**src/rtl/core/bdq_pkg.sv**
```systemverilog
// Package with shared types, command codes and default sizes for the bounded deque store.
package bdq_pkg;

  localparam int unsigned DefaultDepth       = 256;
  localparam int unsigned DefaultPayloadBits = 32;

  typedef enum logic [2:0] {
    CMD_INSERT_HEAD = 3'd0,
    CMD_INSERT_TAIL = 3'd1,
    CMD_REMOVE_HEAD = 3'd2,
    CMD_REMOVE_TAIL = 3'd3,
    CMD_READ_POS    = 3'd4
  } cmd_e;

  typedef struct packed {
    logic [2:0]  command;
    logic [31:0] entry_value;
    logic [7:0]  position;
  } in_t;

  typedef struct packed {
    logic [31:0] read_value;
    logic        read_ok;
    logic [8:0]  entry_count;
    logic        ignored;
  } out_t;

  typedef struct packed {
    logic       read_ok;
    logic [8:0] entry_count;
    logic       ignored;
  } meta_t;

endpackage

```
**src/rtl/core/bdq_ctrl.sv**
```systemverilog
// Front pointer and count registers with the per-command address and result logic.
module bdq_ctrl #(
  parameter int unsigned DEPTH        = bdq_pkg::DefaultDepth,
  parameter int unsigned PAYLOAD_BITS = bdq_pkg::DefaultPayloadBits,
  localparam int unsigned PW          = (DEPTH > 1) ? $clog2(DEPTH) : 1,
  localparam int unsigned CW          = $clog2(DEPTH + 1)
) (
  input  logic                    clk_i,
  input  logic                    rst_ni,
  input  logic                    accept_i,
  input  bdq_pkg::in_t            item_i,
  output logic                    we_o,
  output logic [PW-1:0]           waddr_o,
  output logic [PAYLOAD_BITS-1:0] wdata_o,
  output logic [PW-1:0]           raddr_o,
  output bdq_pkg::meta_t          meta_o
);

  localparam int unsigned SW   = PW + 1;
  localparam int unsigned RW   = ((PW > 8) ? PW : 8) + 1;
  localparam int unsigned CMPW = (CW > 8) ? CW : 8;

  logic [PW-1:0] front_q, front_d;
  logic [CW-1:0] count_q, count_d;
  logic          full, empty;
  logic [PW-1:0] front_dec, front_inc;
  logic [SW-1:0] tail_sum;
  logic [PW-1:0] tail_addr;
  logic [RW-1:0] read_sum;
  logic          read_ok;
  logic          ignored;
  logic          we;
  logic [PW-1:0] waddr;

  assign full  = (count_q == CW'(DEPTH));
  assign empty = (count_q == '0);

  assign front_dec = (front_q == '0) ? PW'(DEPTH - 1) : front_q - PW'(1);
  assign front_inc = (front_q == PW'(DEPTH - 1)) ? '0 : front_q + PW'(1);

  always_comb begin
    tail_sum = SW'(front_q) + SW'(count_q);
    if (tail_sum >= SW'(DEPTH)) begin
      tail_sum = tail_sum - SW'(DEPTH);
    end
    tail_addr = tail_sum[PW-1:0];

    read_sum = RW'(front_q) + RW'(item_i.position);
    if (read_sum >= RW'(DEPTH)) begin
      read_sum = read_sum - RW'(DEPTH);
    end
  end

  assign raddr_o = read_sum[PW-1:0];

  always_comb begin
    front_d = front_q;
    count_d = count_q;
    read_ok = 1'b0;
    ignored = 1'b0;
    we      = 1'b0;
    waddr   = tail_addr;
    unique case (item_i.command)
      bdq_pkg::CMD_INSERT_HEAD: begin
        if (full) begin
          ignored = 1'b1;
        end else begin
          front_d = front_dec;
          count_d = count_q + CW'(1);
          we      = 1'b1;
          waddr   = front_dec;
        end
      end
      bdq_pkg::CMD_INSERT_TAIL: begin
        if (full) begin
          ignored = 1'b1;
        end else begin
          count_d = count_q + CW'(1);
          we      = 1'b1;
        end
      end
      bdq_pkg::CMD_REMOVE_HEAD: begin
        if (empty) begin
          ignored = 1'b1;
        end else begin
          front_d = front_inc;
          count_d = count_q - CW'(1);
        end
      end
      bdq_pkg::CMD_REMOVE_TAIL: begin
        if (empty) begin
          ignored = 1'b1;
        end else begin
          count_d = count_q - CW'(1);
        end
      end
      bdq_pkg::CMD_READ_POS: begin
        read_ok = (CMPW'(item_i.position) < CMPW'(count_q));
      end
      default: begin
      end
    endcase
  end

  always_ff @(posedge clk_i or negedge rst_ni) begin
    if (!rst_ni) begin
      front_q <= '0;
      count_q <= '0;
    end else if (accept_i) begin
      front_q <= front_d;
      count_q <= count_d;
    end
  end

  assign we_o                = accept_i && we;
  assign waddr_o             = waddr;
  assign wdata_o             = PAYLOAD_BITS'(item_i.entry_value);
  assign meta_o.read_ok      = read_ok;
  assign meta_o.entry_count  = 9'(count_d);
  assign meta_o.ignored      = ignored;

endmodule

```
**config.mk**
```make
export PLATFORM = sky130hd
export DESIGN_NAME = bdq_ctrl
export DESIGN_NICKNAME = d
export VERILOG_FILES = /design/src/rtl/core/bdq_pkg.sv /design/src/rtl/core/bdq_ctrl.sv
export SDC_FILE = /design/constraint.sdc
export NUM_CORES = 1
export LEC_CHECK = 0
export BUFFER_PORTS_ARGS = -buffer_cell sky130_fd_sc_hd__buf_2
export CORE_MARGIN = 5
export CORE_UTILIZATION = 54
export DETAILED_ROUTE_END_ITERATION = 6
export GPL_ROUTABILITY_DRIVEN = 0
export PLACE_DENSITY = 0.95
export SYNTH_ARGS = -nofsm -noshare
export SYNTH_HDL_FRONTEND = slang
export SYNTH_SLANG_ARGS = --single-unit
```
**constraint.sdc**
```tcl
create_clock -name clk_i -period 4.7 [get_ports clk_i]
set_input_delay 0.705 -clock clk_i [delete_from_list [all_inputs] [get_ports clk_i]]
set_output_delay 0.705 -clock clk_i [all_outputs]
set_load 0.005 [all_outputs]
```
Yosys cells after proc, flatten, opt, wreduce, memory -nomap -nowiden
Index checks and enable logic that the tools add are counted.

Add/sub/neg operators: 8. Magnitude comparators: 3. Eq/ne operators: 8. Multiplexer cells: 18. Reduce and logical (&&, ||, !) cells: 8.

Operator list (number): two-way mux 8 bit (8); subtractor 8 x 1 -> 8 bit (second input constant) (3); >= comparator 9 bit (second input constant) (2); two-way mux 9 bit (2); case mux 9 bit (2 select lines) (1); case mux 8 bit (2 select lines) (1); adder 8 x 8 -> 9 bit (1); adder 8 x 9 -> 9 bit (1); adder 9 x 1 -> 9 bit (second input constant) (1); equality test 9 bit (second input constant) (1); logical NOT 9 bit (1); < comparator 8 x 9 -> 1 bit (1); subtractor 9 x 1 -> 9 bit (second input constant) (1); adder 8 x 1 -> 8 bit (second input constant) (1); equality test 8 bit (second input constant) (1); logical NOT 8 bit (1); equality test 3 x 2 -> 1 bit (second input constant) (2); two-way mux 1 bit (5); inequality test 2 bit (second input constant) (2); AND reduction 4 bit (1); OR reduction 2 bit (2); equality test 3 x 1 -> 1 bit (second input constant) (1); equality test 3 bit (second input constant) (1); logical NOT 3 bit (1); 3 further kinds (3).

Flip-flop bits (word level): 17. Input bits: 46. Output and inout port bits: 60. Word-level logic and storage cells: 47.

Logic depth before layout (Yosys ltp)
Depth after elaboration: 5. Depth in mapped cells: 9. Mapped depth without buffers: 8.

Least setup slack after synthesis
Ideal clock, no wire load.

Kind: in2out. Start: input item_i[0] (netlist bit). End: output raddr_o[6]. Arrival: 2.041 ns. Required time: 3.995 ns. Path slack: 1.954 ns. Stages on the path: 7. Path buffers: 0. Path through: ha_1 -> fa_1 -> a21o_1 -> a21oi_1 -> o21ai_0 -> a21oi_1 -> xnor2_1.

Cells in the longest elaborated chain, start to end: 3. Elaborated cells between the ends (all ways): 4. Those cells by class: add/sub: 2; order compare: 1; mux: 1.

Ends and longest elaborated chain: from (decl) (RTL line bdq_ctrl.sv:11) `input bdq_pkg::in_t item_i,`; adder 8 x 8 -> 9 bit * (RTL line bdq_ctrl.sv:48) `read_sum = RW'(front_q) + RW'(item_i.position);`; subtractor 8 x 1 -> 8 bit or >= comparator 9 bit (tied branches) (RTL line bdq_ctrl.sv:50, bdq_ctrl.sv:49); two-way mux 8 bit * (RTL line bdq_ctrl.sv:49) `if (read_sum >= RW'(DEPTH)) begin`; to (decl) (RTL line bdq_ctrl.sv:15) `output logic [PW-1:0] raddr_o,`.

Mark *: on every way between the ends. The rest lies on a longest branch, timed or not.

Worst setup path after layout
Start: register count_q[0]. End: output waddr_o[7].

Cells in the longest elaborated chain, start to end: 5. Elaborated cells between the ends (all ways): 7. Those cells by class: add/sub: 2; order compare: 1; eq/ne: 1; mux: 3.

Ends and longest elaborated chain: from (decl) (RTL line bdq_ctrl.sv:24) `logic [CW-1:0] count_q, count_d;`; from (signal assigned) (RTL line bdq_ctrl.sv:111) `count_q <= count_d;`; adder 8 x 9 -> 9 bit (RTL line bdq_ctrl.sv:42) `tail_sum = SW'(front_q) + SW'(count_q);`; subtractor 8 x 1 -> 8 bit or >= comparator 9 bit (tied branches) (RTL line bdq_ctrl.sv:44, bdq_ctrl.sv:43); two-way mux 8 bit (RTL line bdq_ctrl.sv:43) `if (tail_sum >= SW'(DEPTH)) begin`; two-way mux 8 bit (RTL line bdq_ctrl.sv:65) `if (full) begin`; two-way mux 8 bit * (RTL line bdq_ctrl.sv:63) `unique case (item_i.command)`; to (decl) (RTL line bdq_ctrl.sv:13) `output logic [PW-1:0] waddr_o,`.

Marked as above.

==> impl_metrics.tcl <==
set metrics [dict create \
    ys_async_sr_fraction 1.00 \
    vias 2553 \
    violations "design-rule violations" \
    hp-class "input port to async pin" \
    clk_pin_slew_worst_paths_ps 80 \
    clockPowerShare 0.074 \
    ys.flop_type "dfrtp_1" \
    crit_family "simple AND/OR/NAND/NOR gates" \
    synth_edf_count 0 \
    fill_cells 421 \
    p_sw_frac 0.506 \
    synth-adder-area-share 0.145 \
    required_ps 3990 \
    crit_fanout 14 \
    drc 9 \
    p_total_uw 1610 \
    ir_drop_mv 0.197 \
    grt_usage 0.216 \
    clock_latency_ps 260 \
    cts_resized 0 \
    drive_above_1_share 0.157 \
    final.setup.tns_ps 0 \
    syn-num-nets 416 \
    worst-path-buf-inv 2 \
    coreArea_um2 4690 \
    placementRows 25 \
    via_per_inst 6.53 \
    dr.pass1.iters 7 \
    critPathLaunchType "register" \
    critical_path.cell_chain "inv_1 -> ha_1 -> or3b_1 -> nor3_1 -> nor4_2 -> mux2i_1 -> buf_2" \
    syn_area_um2 2610 \
    drt-total-wl_um 6760 \
    grt_max_degree 18 \
    synth_top_family_by_area "compound AO/OA/AOI/OAI gates" \
    ys_ff_latch 17 \
    yosysTopAreaCell "dfrtp_1" \
    dp_hpwl_um 5120 \
    yosys-top-cells-count "buf_4 (34), o21ai_0 (30), ha_1 (27)" \
    start_util 0.555 \
    cts_post_setup_buffers_inserted 0 \
    ant_nets 0 \
    relSlewSlack 0.179 \
    cp-end-kind "primary output" \
    io_buffer_count 41 \
    synth.most_common_cell "buf_4" \
    synth.avg_cell_area_um2 7.64 \
    die_w_um 79.5 \
    die_h_um 79.5 \
    intPower_uw 797 \
    synth-xor-area-share 0.104 \
    p_switching_uw 816 \
    path_class "register to primary output" \
    cts-hold-fix-buffers 0 \
    p_comb_frac 0.705 \
    post-route-util 0.554 \
    clk_path_buf_depth 2 \
    overflow 0 \
    synthMuxAreaShare 0.0115 \
    ys_warn_count 0 \
    outcome "finished with violations" \
    power_frac_seq 0.221 \
    synth_compound_gate_area_share 0.223 \
    power.density_nw_per_um2 621 \
    worst_slew_pin_slew_ps 1220 \
    ctsHtreeMaxLevel 1 \
    layout.nets 413 \
    arrival_ps 2910 \
    grt_first_pass_wirelength_um 11100 \
    cpMaxStageDelayCell "nor4_2" \
    synthSimpleGateAreaFrac 0.201 \
    fin_crit_ps 3610 \
    seq_area_frac_synth 0.163 \
    fp.dieArea_um2 6320 \
    synth_area_leaders "dfrtp_1 (16%), ha_1 (13%), buf_4 (9.8%), xnor2_1 (8.4%), o21ai_0 (5.8%)" \
    finalClockSkew_ps 2.12 \
    clock.fmax_ghz 0.277 \
    area_growth_pct -0.288 \
    cpPeakStageDelay_ps 920 \
    fin_crit_sh 0.769 \
    antenna_found_initial 0 \
    syn_inst 341 \
    ys_types 52 \
    drt_iter0_drc 614 \
    cts_sinks 17 \
    numCtsBuffers 3 \
    rsz0062_at_grt "no" \
    ioPinCount 106 \
    power.leakage_uw 0.00118 \
    diodes 0 \
    synth_top_area_share 0.163 \
    tritoncts "yes" \
    finalHoldViolations 0 \
    post_drt_wl_per_cell_um 17.3 \
    drv_cap 0 \
    setup_viol 0 \
    grt_pass1_vias 2354 \
    slew_viol_final 0 \
    root_buffer "clkbuf_8" \
]
[cell usage in the layout (no fill, tap or decap), types with 2 or more instances in the layout]
cell | Yosys | final
a211oi_1 | 3 | 3
a21o_1 | 7 | 7
a21oi_1 | 21 | 21
a22o_1 | 2 | 2
a22oi_1 | 2 | 2
a31oi_1 | 5 | 5
and2_1 | 2 | 2
and3_1 | 7 | 7
and4_1 | 2 | 2
buf_2 | 5 | 41
clkbuf_8 | 0 | 3
dfrtp_1 | 17 | 17
fa_1 | 2 | 2
ha_1 | 27 | 27
inv_1 | 17 | 17
mux2i_1 | 3 | 3
nand2_1 | 23 | 23
nand2b_1 | 6 | 6
nand3_1 | 14 | 14
nor2_1 | 25 | 25
nor2b_1 | 2 | 2
nor3_1 | 8 | 8
nor3b_1 | 4 | 4
o2111ai_1 | 2 | 2
o211ai_1 | 3 | 3
o21ai_0 | 30 | 30
o31a_1 | 2 | 2
o31ai_1 | 3 | 3
or2_2 | 2 | 2
xnor2_1 | 25 | 25
xor2_1 | 6 | 6
[cells by family (layout without fill, tap and decap cells)]
logic type	after synthesis	count (layout)
simple gates	104	104
compound gates	91	91
buf+inv	66	62
xor+xnor	31	31
fa+ha+maj	29	29
flops	17	17
mux	3	3
[power groups by stage]
stage          Combinational [µW]  Clock (µW)  Sequential, µW
4_1_cts                      1130         117             348
3_5_place_dp                 1120           0             351
6_report                     1140         119             357
3_3_place_gp                 1080           0             347
5_1_grt                      1270         123             366
2_1_floorplan                 858           0             271
[state kept, by name (all words and copies together), names as in the netlist]
| signal | count |
|---|---|
| front_q | 8 |
| count_q | 9 |
[layout make-up]
class,count,area [µm²],area share
Clock buffer,3,41.3,0.0159
Clock inverter,1,5.00,0.00193
Inverter,17,63.8,0.0246
Multi-Input combinational cell,258,1790,0.689
Sequential cell,17,425,0.164
Tap cell,54,67.6,0.0260
Timing Repair Buffer,41,205,0.0790
[final timing paths]
kind,from,endpoint,slack [ps],depth (start not counted)
max,count_q[0],waddr_o[7],1090,7
min,rst_ni,front_q[4],370,1
max reg2reg,count_q[0],front_q[0],2280,6
min reg2reg,count_q[1],count_q[1],650,1
max in group asynchronous,rst_ni,count_q[0],4030,1
min in group clk_i,count_q[1],count_q[1],650,1
[through the flow]
| step | setup WS, ps | instance area [µm²] | hold WS [ps] | cells |
|---|---|---|---|---|
| 6_report | 1090 | 2600 | 373 | 391 |
| 5_1_grt | 891 | 2600 | 407 | 391 |
| 4_1_cts | 1100 | 2600 | 388 | 391 |
| 3_5_place_dp | 1420 | 2550 | 619 | 387 |
| 3_3_place_gp | 1580 | 2550 | 605 | 387 |
| 2_1_floorplan | 1950 | 2610 | 409 | 341 |
[layer usage]
metal / share of wire / vias to the layer above / global-route usage / wire length (µm)
li1: - / 1166 / - / -
met1: 0.39 / 1163 / 0.284 / 2610
met2: 0.47 / 187 / 0.356 / 3150
met3: 0.12 / 37 / 0.0327 / 786
met4: 0.033 / 0 / 0.0808 / 223
met5: 0 / - / 0 / 0
No activity file was read; power rests on OpenSTA's default activity.
